### config.mk
export PLATFORM = sky130hd
export DESIGN_NAME = triangle_tangent_vector_core
export DESIGN_NICKNAME = d
export VERILOG_FILES = /design/src/design/tvec_pkg.sv /design/src/design/tvec_datapath.sv /design/src/design/tvec_control.sv /design/src/design/triangle_tangent_vector_core.sv
export SDC_FILE = /design/constraint.sdc
export NUM_CORES = 2
export LEC_CHECK = 0
export BUFFER_PORTS_ARGS = -buffer_cell sky130_fd_sc_hd__buf_2
export CAP_MARGIN = 10
export CORE_ASPECT_RATIO = 1.1
export CORE_MARGIN = 10
export CORE_UTILIZATION = 65
export DETAILED_ROUTE_END_ITERATION = 7
export PLACE_DENSITY = 0.82
export SLEW_MARGIN = 20
export SYNTH_ARGS = -nofsm -noshare
export SYNTH_HDL_FRONTEND = slang
export SYNTH_SLANG_ARGS = --single-unit
### constraint.sdc
create_clock -name clock -period 12.4 [get_ports clock]
set_input_delay 2.48 -clock clock [delete_from_list [all_inputs] [get_ports clock]]
set_output_delay 2.48 -clock clock [all_outputs]
set_load 0.02 [all_outputs]
### src/design/tvec_pkg.sv
// ----------------------------------------------------------------------------
// tvec_pkg
// shared types and constants of the triangle tangent vector core
// ----------------------------------------------------------------------------
package tvec_pkg;

   // field widths
   localparam int POS_W   = 24;
   localparam int TEX_W   = 16;
   localparam int OUT_W   = 16;

   // normalisation window for the largest tangent magnitude
   localparam int NORM_LO = 23;
   localparam int NORM_HI = 24;

   // derived datapath widths
   localparam int EDGE_W  = POS_W + 1;
   localparam int DT_W    = TEX_W + 1;
   localparam int OPND_W  = (EDGE_W > NORM_HI + 1) ? EDGE_W : NORM_HI + 1;
   localparam int PROD_W  = 2 * OPND_W;
   localparam int TAN_W   = EDGE_W + DT_W + 1;
   localparam int SUM_W   = 2 * NORM_HI + 2;
   localparam int LEN_W   = NORM_HI + 1;
   localparam int FRAC    = 14;
   localparam int QUO_W   = FRAC + 1;
   localparam int REM_W   = LEN_W + QUO_W;

   // sequencer lengths
   localparam int MUL_STEPS  = 14;
   localparam int SQ_STEPS   = 3;
   localparam int SQRT_STEPS = SUM_W / 2;
   localparam int CNT_W      = 5;

   typedef struct packed {
      logic signed [POS_W-1:0] pos_x;
      logic signed [POS_W-1:0] pos_y;
      logic signed [POS_W-1:0] pos_z;
      logic signed [TEX_W-1:0] tex_u;
      logic signed [TEX_W-1:0] tex_v;
   } req_type;

   typedef struct packed {
      logic signed [OUT_W-1:0] tan_x;
      logic signed [OUT_W-1:0] tan_y;
      logic signed [OUT_W-1:0] tan_z;
      logic                    flipped;
      logic                    degenerate;
   } rsp_type;

   // operand pairs of the shared multiplier
   typedef enum logic [4:0] {
      MOP_T0A, MOP_T0B, MOP_T1A, MOP_T1B, MOP_T2A, MOP_T2B,
      MOP_N0A, MOP_N0B, MOP_N1A, MOP_N1B, MOP_N2A, MOP_N2B,
      MOP_DETA, MOP_DETB,
      MOP_SQ0, MOP_SQ1, MOP_SQ2
   } mop_type;

   typedef enum logic [3:0] {
      ST_IDLE, ST_MUL, ST_MUL_WAIT, ST_NORM, ST_SQR, ST_SQR_WAIT,
      ST_SQRT, ST_DIV, ST_OUT
   } state_type;

   typedef struct packed {
      logic       hold_wr;
      logic       hold_slot;
      logic       capture;
      logic       mul_issue;
      mop_type    mul_idx;
      logic       norm_step;
      logic       sqrt_init;
      logic       sqrt_step;
      logic       div_init;
      logic       div_step;
      logic       div_last;
      logic [1:0] div_sel;
      logic       out_load;
   } cmd_type;

   typedef struct packed {
      logic norm_ok;
      logic tan_zero;
   } sts_type;

endpackage

### src/design/tvec_datapath.sv
// ----------------------------------------------------------------------------
// tvec_datapath
// vertex store, shared multiplier, normaliser, square root and divider
// ----------------------------------------------------------------------------
module tvec_datapath (
   input  logic              clock,
   input  tvec_pkg::req_type req_data,
   input  tvec_pkg::cmd_type cmd,
   output tvec_pkg::sts_type sts,
   output tvec_pkg::rsp_type rsp_data
);

   localparam int TW = tvec_pkg::TAN_W;
   localparam int PW = tvec_pkg::PROD_W;
   localparam int OW = tvec_pkg::OPND_W;
   localparam int EW = tvec_pkg::EDGE_W;
   localparam int DW = tvec_pkg::DT_W;
   localparam int SW = tvec_pkg::SUM_W;
   localparam int RW = tvec_pkg::REM_W;
   localparam int QW = tvec_pkg::QUO_W;
   localparam int NH = tvec_pkg::NORM_HI;
   localparam int NL = tvec_pkg::NORM_LO;
   localparam int LW = tvec_pkg::LEN_W;
   localparam int UW = tvec_pkg::OUT_W;

   localparam logic [TW-1:0] NRM_R8 = TW'(1) << (NH + 8);
   localparam logic [TW-1:0] NRM_R1 = TW'(1) << NH;
   localparam logic [TW-1:0] NRM_L8 = TW'(1) << (NL - 8);
   localparam logic [TW-1:0] NRM_L1 = TW'(1) << NL;
   localparam logic [SW-1:0] SQRT_TOP = SW'(1) << (SW - 2);

   tvec_pkg::req_type held_ff [2];

   logic signed [EW-1:0] s0_ff [3];
   logic signed [EW-1:0] s1_ff [3];
   logic signed [EW-1:0] s0_in [3];
   logic signed [EW-1:0] s1_in [3];
   logic signed [DW-1:0] du0_ff, dv0_ff, du1_ff, dv1_ff;

   logic signed [OW-1:0] opa, opb;
   logic signed [PW-1:0] prod_in, prod_ff, first_ff;
   logic                 prod_vld_ff;
   tvec_pkg::mop_type    prod_idx_ff;
   logic signed [PW:0]   diff;
   logic        [PW:0]   dmag;

   logic [TW-1:0] amag_ff [3];
   logic [2:0]    tneg_ff;
   logic [2:0]    eq_ff;
   logic          detneg_ff;
   logic [SW-1:0] sum_ff;
   logic [TW-1:0] mmax;

   logic [SW-1:0] x_ff, r_ff, sbit_ff;
   logic [SW:0]   rb;
   logic          sq_ge;
   logic [LW-1:0] len;

   logic [RW-1:0] rem_ff, dsor_ff;
   logic [QW-1:0] quo_ff, quo_in;
   logic [QW-1:0] res_ff [3];
   logic          dv_ge;

   logic                 flip;
   logic                 degen;
   tvec_pkg::rsp_type    rsp_in;
   tvec_pkg::rsp_type    rsp_data_ff;
   logic        [UW-1:0] umag [3];
   logic signed [UW-1:0] tval [3];

   // edges of the triangle
   always_comb begin
      s0_in[0] = EW'(held_ff[0].pos_x) - EW'(held_ff[1].pos_x);
      s0_in[1] = EW'(held_ff[0].pos_y) - EW'(held_ff[1].pos_y);
      s0_in[2] = EW'(held_ff[0].pos_z) - EW'(held_ff[1].pos_z);
      s1_in[0] = EW'(req_data.pos_x) - EW'(held_ff[0].pos_x);
      s1_in[1] = EW'(req_data.pos_y) - EW'(held_ff[0].pos_y);
      s1_in[2] = EW'(req_data.pos_z) - EW'(held_ff[0].pos_z);
   end

   // operand select for the shared multiplier
   always_comb begin
      opa = '0;
      opb = '0;
      case (cmd.mul_idx)
         tvec_pkg::MOP_T0A:  begin opa = OW'(dv1_ff);   opb = OW'(s0_ff[0]); end
         tvec_pkg::MOP_T0B:  begin opa = OW'(dv0_ff);   opb = OW'(s1_ff[0]); end
         tvec_pkg::MOP_T1A:  begin opa = OW'(dv1_ff);   opb = OW'(s0_ff[1]); end
         tvec_pkg::MOP_T1B:  begin opa = OW'(dv0_ff);   opb = OW'(s1_ff[1]); end
         tvec_pkg::MOP_T2A:  begin opa = OW'(dv1_ff);   opb = OW'(s0_ff[2]); end
         tvec_pkg::MOP_T2B:  begin opa = OW'(dv0_ff);   opb = OW'(s1_ff[2]); end
         tvec_pkg::MOP_N0A:  begin opa = OW'(s1_ff[1]); opb = OW'(s0_ff[2]); end
         tvec_pkg::MOP_N0B:  begin opa = OW'(s1_ff[2]); opb = OW'(s0_ff[1]); end
         tvec_pkg::MOP_N1A:  begin opa = OW'(s1_ff[2]); opb = OW'(s0_ff[0]); end
         tvec_pkg::MOP_N1B:  begin opa = OW'(s1_ff[0]); opb = OW'(s0_ff[2]); end
         tvec_pkg::MOP_N2A:  begin opa = OW'(s1_ff[0]); opb = OW'(s0_ff[1]); end
         tvec_pkg::MOP_N2B:  begin opa = OW'(s1_ff[1]); opb = OW'(s0_ff[0]); end
         tvec_pkg::MOP_DETA: begin opa = OW'(dv1_ff);   opb = OW'(du0_ff);   end
         tvec_pkg::MOP_DETB: begin opa = OW'(dv0_ff);   opb = OW'(du1_ff);   end
         tvec_pkg::MOP_SQ0: begin
            opa = OW'(amag_ff[0][NH-1:0]);
            opb = OW'(amag_ff[0][NH-1:0]);
         end
         tvec_pkg::MOP_SQ1: begin
            opa = OW'(amag_ff[1][NH-1:0]);
            opb = OW'(amag_ff[1][NH-1:0]);
         end
         tvec_pkg::MOP_SQ2: begin
            opa = OW'(amag_ff[2][NH-1:0]);
            opb = OW'(amag_ff[2][NH-1:0]);
         end
         default: begin opa = '0; opb = '0; end
      endcase
   end

   assign prod_in = opa * opb;
   assign diff    = (PW+1)'(first_ff) - (PW+1)'(prod_ff);
   assign dmag    = diff[PW] ? (PW+1)'(-diff) : (PW+1)'(diff);

   // largest magnitude
   always_comb begin
      mmax = amag_ff[0];
      if (amag_ff[1] > mmax) mmax = amag_ff[1];
      if (amag_ff[2] > mmax) mmax = amag_ff[2];
   end

   assign sts.tan_zero = (mmax == '0);
   assign sts.norm_ok  = (mmax >= NRM_L1) && (mmax < NRM_R1);

   // square root step
   assign rb    = {1'b0, r_ff} + {1'b0, sbit_ff};
   assign sq_ge = ({1'b0, x_ff} >= rb);
   assign len   = r_ff[LW-1:0];

   // divide step
   assign dv_ge  = (rem_ff >= dsor_ff);
   assign quo_in = {quo_ff[QW-2:0], dv_ge};

   always_ff @(posedge clock) begin
      if (cmd.hold_wr) begin
         held_ff[cmd.hold_slot] <= req_data;
      end
      if (cmd.capture) begin
         s0_ff  <= s0_in;
         s1_ff  <= s1_in;
         du0_ff <= DW'(held_ff[0].tex_u) - DW'(held_ff[1].tex_u);
         dv0_ff <= DW'(held_ff[0].tex_v) - DW'(held_ff[1].tex_v);
         du1_ff <= DW'(req_data.tex_u) - DW'(held_ff[0].tex_u);
         dv1_ff <= DW'(req_data.tex_v) - DW'(held_ff[0].tex_v);
         sum_ff <= '0;
      end

      prod_ff     <= prod_in;
      prod_idx_ff <= cmd.mul_idx;
      prod_vld_ff <= cmd.mul_issue;

      // consume the product of the previous cycle
      if (prod_vld_ff) begin
         case (prod_idx_ff)
            tvec_pkg::MOP_T0A, tvec_pkg::MOP_T1A, tvec_pkg::MOP_T2A,
            tvec_pkg::MOP_N0A, tvec_pkg::MOP_N1A, tvec_pkg::MOP_N2A,
            tvec_pkg::MOP_DETA: first_ff <= prod_ff;
            tvec_pkg::MOP_T0B: begin
               tneg_ff[0] <= diff[PW];
               amag_ff[0] <= dmag[TW-1:0];
            end
            tvec_pkg::MOP_T1B: begin
               tneg_ff[1] <= diff[PW];
               amag_ff[1] <= dmag[TW-1:0];
            end
            tvec_pkg::MOP_T2B: begin
               tneg_ff[2] <= diff[PW];
               amag_ff[2] <= dmag[TW-1:0];
            end
            tvec_pkg::MOP_N0B:  eq_ff[0]  <= (diff == '0);
            tvec_pkg::MOP_N1B:  eq_ff[1]  <= (diff == '0);
            tvec_pkg::MOP_N2B:  eq_ff[2]  <= (diff == '0);
            tvec_pkg::MOP_DETB: detneg_ff <= diff[PW];
            tvec_pkg::MOP_SQ0, tvec_pkg::MOP_SQ1, tvec_pkg::MOP_SQ2:
               sum_ff <= sum_ff + prod_ff[SW-1:0];
            default: first_ff <= first_ff;
         endcase
      end

      // coarse then fine shift into the normalisation window
      if (cmd.norm_step) begin
         for (int i = 0; i < 3; i++) begin
            if (mmax >= NRM_R8)      amag_ff[i] <= amag_ff[i] >> 8;
            else if (mmax >= NRM_R1) amag_ff[i] <= amag_ff[i] >> 1;
            else if (mmax < NRM_L8)  amag_ff[i] <= amag_ff[i] << 8;
            else if (mmax < NRM_L1)  amag_ff[i] <= amag_ff[i] << 1;
         end
      end

      if (cmd.sqrt_init) begin
         x_ff    <= sum_ff;
         r_ff    <= '0;
         sbit_ff <= SQRT_TOP;
      end else if (cmd.sqrt_step) begin
         if (sq_ge) begin
            x_ff <= x_ff - rb[SW-1:0];
            r_ff <= (r_ff >> 1) + sbit_ff;
         end else begin
            r_ff <= r_ff >> 1;
         end
         sbit_ff <= sbit_ff >> 2;
      end

      if (cmd.div_init) begin
         rem_ff  <= (RW'(amag_ff[cmd.div_sel][NH-1:0]) << tvec_pkg::FRAC)
                    + RW'(len >> 1);
         dsor_ff <= RW'(len) << tvec_pkg::FRAC;
         quo_ff  <= '0;
      end else if (cmd.div_step) begin
         if (dv_ge) rem_ff <= rem_ff - dsor_ff;
         dsor_ff <= dsor_ff >> 1;
         quo_ff  <= quo_in;
         if (cmd.div_last) res_ff[cmd.div_sel] <= quo_in;
      end

      if (cmd.out_load) rsp_data_ff <= rsp_in;
   end

   // sign and flip
   assign degen = sts.tan_zero;
   assign flip  = !(eq_ff[0] && eq_ff[1] && eq_ff[2]) && detneg_ff && !degen;

   always_comb begin
      for (int i = 0; i < 3; i++) begin
         umag[i] = degen ? '0 : UW'(res_ff[i]);
         tval[i] = (tneg_ff[i] ^ flip) ? $signed(UW'(-umag[i])) : $signed(umag[i]);
      end
      rsp_in.tan_x      = tval[0];
      rsp_in.tan_y      = tval[1];
      rsp_in.tan_z      = tval[2];
      rsp_in.flipped    = flip;
      rsp_in.degenerate = degen;
   end

   assign rsp_data = rsp_data_ff;

endmodule

### src/design/tvec_control.sv
// ----------------------------------------------------------------------------
// tvec_control
// vertex counter and sequencer for the tangent datapath
// ----------------------------------------------------------------------------
module tvec_control (
   input  logic              clock,
   input  logic              reset,
   input  logic              req_valid,
   output logic              req_stall,
   output logic              rsp_valid,
   input  logic              rsp_stall,
   input  tvec_pkg::sts_type sts,
   output tvec_pkg::cmd_type cmd
);

   localparam int CW = tvec_pkg::CNT_W;

   tvec_pkg::state_type state_ff, state_in;
   logic [CW-1:0] cnt_ff, cnt_in;
   logic [1:0]    sel_ff, sel_in;
   logic [1:0]    count_ff, count_in;
   logic          rsp_valid_ff, rsp_valid_in;
   logic          out_free;

   assign out_free  = !rsp_valid_ff || !rsp_stall;
   assign req_stall = (state_ff != tvec_pkg::ST_IDLE);
   assign rsp_valid = rsp_valid_ff;

   // next state
   always_comb begin
      state_in = state_ff;
      cnt_in   = cnt_ff;
      sel_in   = sel_ff;
      count_in = count_ff;
      case (state_ff)
         tvec_pkg::ST_IDLE: begin
            if (req_valid) begin
               if (count_ff == 2'd2) begin
                  count_in = '0;
                  cnt_in   = '0;
                  state_in = tvec_pkg::ST_MUL;
               end else begin
                  count_in = count_ff + 2'd1;
               end
            end
         end
         tvec_pkg::ST_MUL: begin
            if (cnt_ff == CW'(tvec_pkg::MUL_STEPS - 1)) begin
               state_in = tvec_pkg::ST_MUL_WAIT;
               cnt_in   = '0;
            end else begin
               cnt_in = cnt_ff + CW'(1);
            end
         end
         tvec_pkg::ST_MUL_WAIT: state_in = tvec_pkg::ST_NORM;
         tvec_pkg::ST_NORM: begin
            if (sts.tan_zero) begin
               state_in = tvec_pkg::ST_OUT;
            end else if (sts.norm_ok) begin
               state_in = tvec_pkg::ST_SQR;
               cnt_in   = '0;
            end
         end
         tvec_pkg::ST_SQR: begin
            if (cnt_ff == CW'(tvec_pkg::SQ_STEPS - 1)) begin
               state_in = tvec_pkg::ST_SQR_WAIT;
               cnt_in   = '0;
            end else begin
               cnt_in = cnt_ff + CW'(1);
            end
         end
         tvec_pkg::ST_SQR_WAIT: begin
            state_in = tvec_pkg::ST_SQRT;
            cnt_in   = '0;
         end
         tvec_pkg::ST_SQRT: begin
            if (cnt_ff == CW'(tvec_pkg::SQRT_STEPS)) begin
               state_in = tvec_pkg::ST_DIV;
               cnt_in   = '0;
               sel_in   = '0;
            end else begin
               cnt_in = cnt_ff + CW'(1);
            end
         end
         tvec_pkg::ST_DIV: begin
            if (cnt_ff == CW'(tvec_pkg::QUO_W)) begin
               cnt_in = '0;
               if (sel_ff == 2'd2) state_in = tvec_pkg::ST_OUT;
               else                sel_in   = sel_ff + 2'd1;
            end else begin
               cnt_in = cnt_ff + CW'(1);
            end
         end
         tvec_pkg::ST_OUT: begin
            if (out_free) state_in = tvec_pkg::ST_IDLE;
         end
         default: state_in = tvec_pkg::ST_IDLE;
      endcase
   end

   // commands
   always_comb begin
      cmd           = '0;
      cmd.hold_slot = count_ff[0];
      cmd.div_sel   = sel_ff;
      case (state_ff)
         tvec_pkg::ST_IDLE: begin
            cmd.hold_wr = req_valid && (count_ff != 2'd2);
            cmd.capture = req_valid && (count_ff == 2'd2);
         end
         tvec_pkg::ST_MUL: begin
            cmd.mul_issue = 1'b1;
            cmd.mul_idx   = tvec_pkg::mop_type'(cnt_ff);
         end
         tvec_pkg::ST_NORM: cmd.norm_step = 1'b1;
         tvec_pkg::ST_SQR: begin
            cmd.mul_issue = 1'b1;
            cmd.mul_idx   = tvec_pkg::mop_type'(CW'(tvec_pkg::MOP_SQ0) + cnt_ff);
         end
         tvec_pkg::ST_SQRT: begin
            cmd.sqrt_init = (cnt_ff == '0);
            cmd.sqrt_step = (cnt_ff != '0);
         end
         tvec_pkg::ST_DIV: begin
            cmd.div_init = (cnt_ff == '0);
            cmd.div_step = (cnt_ff != '0);
            cmd.div_last = (cnt_ff == CW'(tvec_pkg::QUO_W));
         end
         tvec_pkg::ST_OUT: cmd.out_load = out_free;
         default: cmd.out_load = 1'b0;
      endcase
   end

   assign rsp_valid_in = cmd.out_load || (rsp_valid_ff && rsp_stall);

   always_ff @(posedge clock) begin
      if (reset) begin
         state_ff     <= tvec_pkg::ST_IDLE;
         cnt_ff       <= '0;
         sel_ff       <= '0;
         count_ff     <= '0;
         rsp_valid_ff <= 1'b0;
      end else begin
         state_ff     <= state_in;
         cnt_ff       <= cnt_in;
         sel_ff       <= sel_in;
         count_ff     <= count_in;
         rsp_valid_ff <= rsp_valid_in;
      end
   end

endmodule

### src/design/triangle_tangent_vector_core.sv
// ----------------------------------------------------------------------------
// triangle_tangent_vector_core
// unit tangent of a textured triangle from three vertex words
// ----------------------------------------------------------------------------
// vertex words: the first and second are stored in the held vertex registers
// third vertex: the result word follows the shared multiplier (17 products),
//   the one-step-a-cycle square root (25 steps) and three bit-serial divides
//   (15 quotient bits each)
// throughput: one result word per three vertex words, one triangle at a time
// reset: synchronous, clears sequencer, vertex count and result valid
// ----------------------------------------------------------------------------
module triangle_tangent_vector_core (
   input  logic              clock,
   input  logic              reset,
   input  logic              req_valid,
   output logic              req_stall,
   input  tvec_pkg::req_type req_data,
   output logic              rsp_valid,
   input  logic              rsp_stall,
   output tvec_pkg::rsp_type rsp_data
);

   // command and status between sequencer and datapath
   tvec_pkg::cmd_type cmd;
   tvec_pkg::sts_type sts;

   // sequencer: vertex count, step counters, output word valid
   tvec_control u_control (
      .clock     (clock),
      .reset     (reset),
      .req_valid (req_valid),
      .req_stall (req_stall),
      .rsp_valid (rsp_valid),
      .rsp_stall (rsp_stall),
      .sts       (sts),
      .cmd       (cmd)
   );

   // datapath: held vertices, edges, products, normalise, sqrt, divide
   tvec_datapath u_datapath (
      .clock    (clock),
      .req_data (req_data),
      .cmd      (cmd),
      .sts      (sts),
      .rsp_data (rsp_data)
   );

endmodule

==> qor.yml <==
run_status:
  outcome: "finished with violations"
  violations: "design-rule violations"
critical_path:
  crit_path_start: "u_control.state_ff[2]"
  cp-end-kind: "flip-flop"
  startpoint_type: "flip-flop"
  crit_fanout: 24
  max_stage_delay_ns: 0.88
  critPathRequiredTime_ns: 13.01
  path_common_cell: "fa_1"
  r2r-start: "u_control.state_ff[2]"
  critical_path_class: "flip-flop to flip-flop"
  slowest_stage: "a222oi_1"
  cp_data_arrival_time_ns: 12.30
drt:
  antenna_left: 0
  drt_iter0_markers: 8651
  wl_per_cell_um: 24.0
  wl_um: 284000
  dr.pass1.iters: 8
  drc: 35
  vias: 75956
  via_per_inst: 6.43
yosys:
  seq_area_frac_synth_pct: 32.1
  postSynth.asyncResetShare_pct: 0
  synthCells: 9848
  avgSynthCellArea_um2: 9.23
  yosys_warnings: 0
  ys.flop_type: "edfxtp_1"
  syn_area_mm2: 0.0909
  synth_fp_nets: 11329
  synth_cell_types: 99
  synth-edff-count: 822
  ys_ff_latch: 1047
cts:
  cts_buffers: 110
  hold_buffers: 0
  clkSinkCount: 1047
  clk_pin_slew_ns: 0.06
  cts_setup_buffers: 0
  cts_tree: "yes"
  cts_max_path_buffers: 3
  cts.htree.levels: 3
  clk_latency_ns: 0.75
  clockRootBuffer: "clkbuf_16"
timing:
  rsz0062_at_grt: "false"
  tightest_slew_ns: 1.21
  maxSlewViolCount: 0
  min_period_ns: 11.69
  fin_worst_skew_ns: 0.0341
  max_clock_freq_mhz: 85.6
  slew_headroom_pct: 18.7
  tns_ns: 0
  min_period_over_period_pct: 94.3
  hold_viol: 0
  setup_viol: 0
placement:
  gp_congestion: 1.04
  post-dp-hpwl_um: 218000
  io_buffers: 159
floorplanning:
  die_x_um: 377
  initial_core_util_pct: 65.6
  die_h_um: 412
  core_area_mm2: 0.139
  rows: 143
  io_pins: 160
  die-area_mm2: 0.155
finish:
  drive_gt1_share_pct: 6.62
  multi_input_area_mm2: 0.0560
  fill_cells: 10430
  ff_latch_area_mm2: 0.0292
  final_common_cell: "inv_1"
  area_delta_synth_final_pct: 7.42
  final_cell_mix: "inv_1, nand2_1, nor2_1"
  num-nets-final: 11380
global_routing:
  grt_start_max_net_pins: 123
  grt_pass1_vias: 75751
  antenna_found_initial: 5
  overflow: 0
  grt_first_pass_wirelength_um: 434000
  grt_usage_pct: 35.7
min_path:
  hold_start: "u_datapath.dsor_ff[0]"
  hp-class: "flip-flop to flip-flop"
flow_run:
  drv_cap: 0
[Yosys cell counts (all sizes together) (69+ instances only)]
cell / count / area (µm²)
inv: 1203 / 4520
nand2: 1112 / 4180
nor2: 865 / 3250
edfxtp: 822 / 24700
ha: 700 / 8760
fa: 673 / 13500
a21oi: 597 / 3000
o21ai: 520 / 2610
clkbuf: 327 / 1230
xnor2: 291 / 2550
nand3: 287 / 1440
dfxtp: 225 / 4500
xor2: 211 / 1850
a21o: 162 / 1220
nor2b: 135 / 845
nor3: 130 / 651
nand2b: 99 / 619
mux2i: 98 / 981
a31oi: 91 / 569
nand4: 90 / 563
a22oi: 69 / 518
[layout make-up]
class | instances | share of cell area, %
Timing Repair Buffer | 320 | 2.06
Clock buffer | 134 | 3.06
Multi-Input combinational cell | 7214 | 57.4
Inverter | 1206 | 4.64
Clock inverter | 72 | 0.671
Sequential cell | 1047 | 29.9
Tap cell | 1812 | 2.32
Antenna cell | 6 | 0.0154
[cells by family (layout without fill, tap and decap cells)]
logic type / count (synthesis) / count (layout) / share of synthesized area [%]
flip-flops: 1047 / 1047 / 32.1
multiplexers: 125 / 125 / 1.41
other: 0 / 6 / 0
buffers and inverters: 1587 / 1732 / 6.61
AO/OA/AOI/OAI: 2147 / 2147 / 15.3
AND/OR/NAND/NOR: 3067 / 3067 / 15.3
adder cells (fa/ha/maj): 1373 / 1373 / 24.4
XOR/XNOR: 502 / 502 / 4.83
[registers in the layout (all words and copies together) (netlist names), 25 cells and up, named ones only]
name / cells
u_datapath.r_ff: 50
u_datapath.res_ff: 45
u_datapath.sbit_ff: 25
u_datapath.prod_ff: 50
u_datapath.held_ff: 208
u_datapath.first_ff: 50
u_datapath.s1_ff: 75
u_datapath.rsp_data: 50
u_datapath.x_ff: 50
u_datapath.sum_ff: 50
u_datapath.amag_ff: 129
u_datapath.rem_ff: 40
u_datapath.s0_ff: 75
u_datapath.dsor_ff: 39
[metrics by stage]
stage	hold WS, ns	setup WS, ns	util, %	instance area [µm²]	instances
after detailed placement	0.456	0.996	67.8	94000	11597
after CTS	0.470	0.971	70.4	97600	11803
after global routing	0.492	0.0890	70.4	97700	11807
after floorplan	0.431	1.98	-	90900	9848
after global placement	0.441	0.891	67.8	94000	11595
final	0.468	0.712	70.5	97700	11811
[repair_timing]
action | CTS | global route
endpoints found under the setup margin | 0 | 6
gates resized for setup | 0 | 2
endpoints found under the hold margin | 0 | 0
[critical path, delay by kind of cell (launching register included)]
family,cells,cell delay (ns)
compound gates,14,4.86
fa+ha+maj,8,3.52
simple gates,8,2.11
buf+inv,5,0.49
flops,1,0.42
xor+xnor,1,0.10
[per-layer routing]
metal	up-vias	track usage, %	share of wire, %
met1	36391	43.7	37
met5	-	0	0.012
li1	34218	-	-
met2	4404	57.2	45
met4	4	21.5	7.2
met3	939	8.74	11
[final timing paths]
| path | end | slack (ns) | cells after the start |
|---|---|---|---|
| min reg2reg | u_datapath.dsor_ff[0] | 0.47 | 2 |
| min | u_datapath.dsor_ff[0] | 0.47 | 2 |
| max reg2reg | u_datapath.prod_ff[49] | 0.71 | 36 |
| max | u_datapath.prod_ff[49] | 0.71 | 36 |
Power is left out: the tool's default activity adds up to more than one toggle a clock period on the data nets, which glitch-free logic cannot reach.
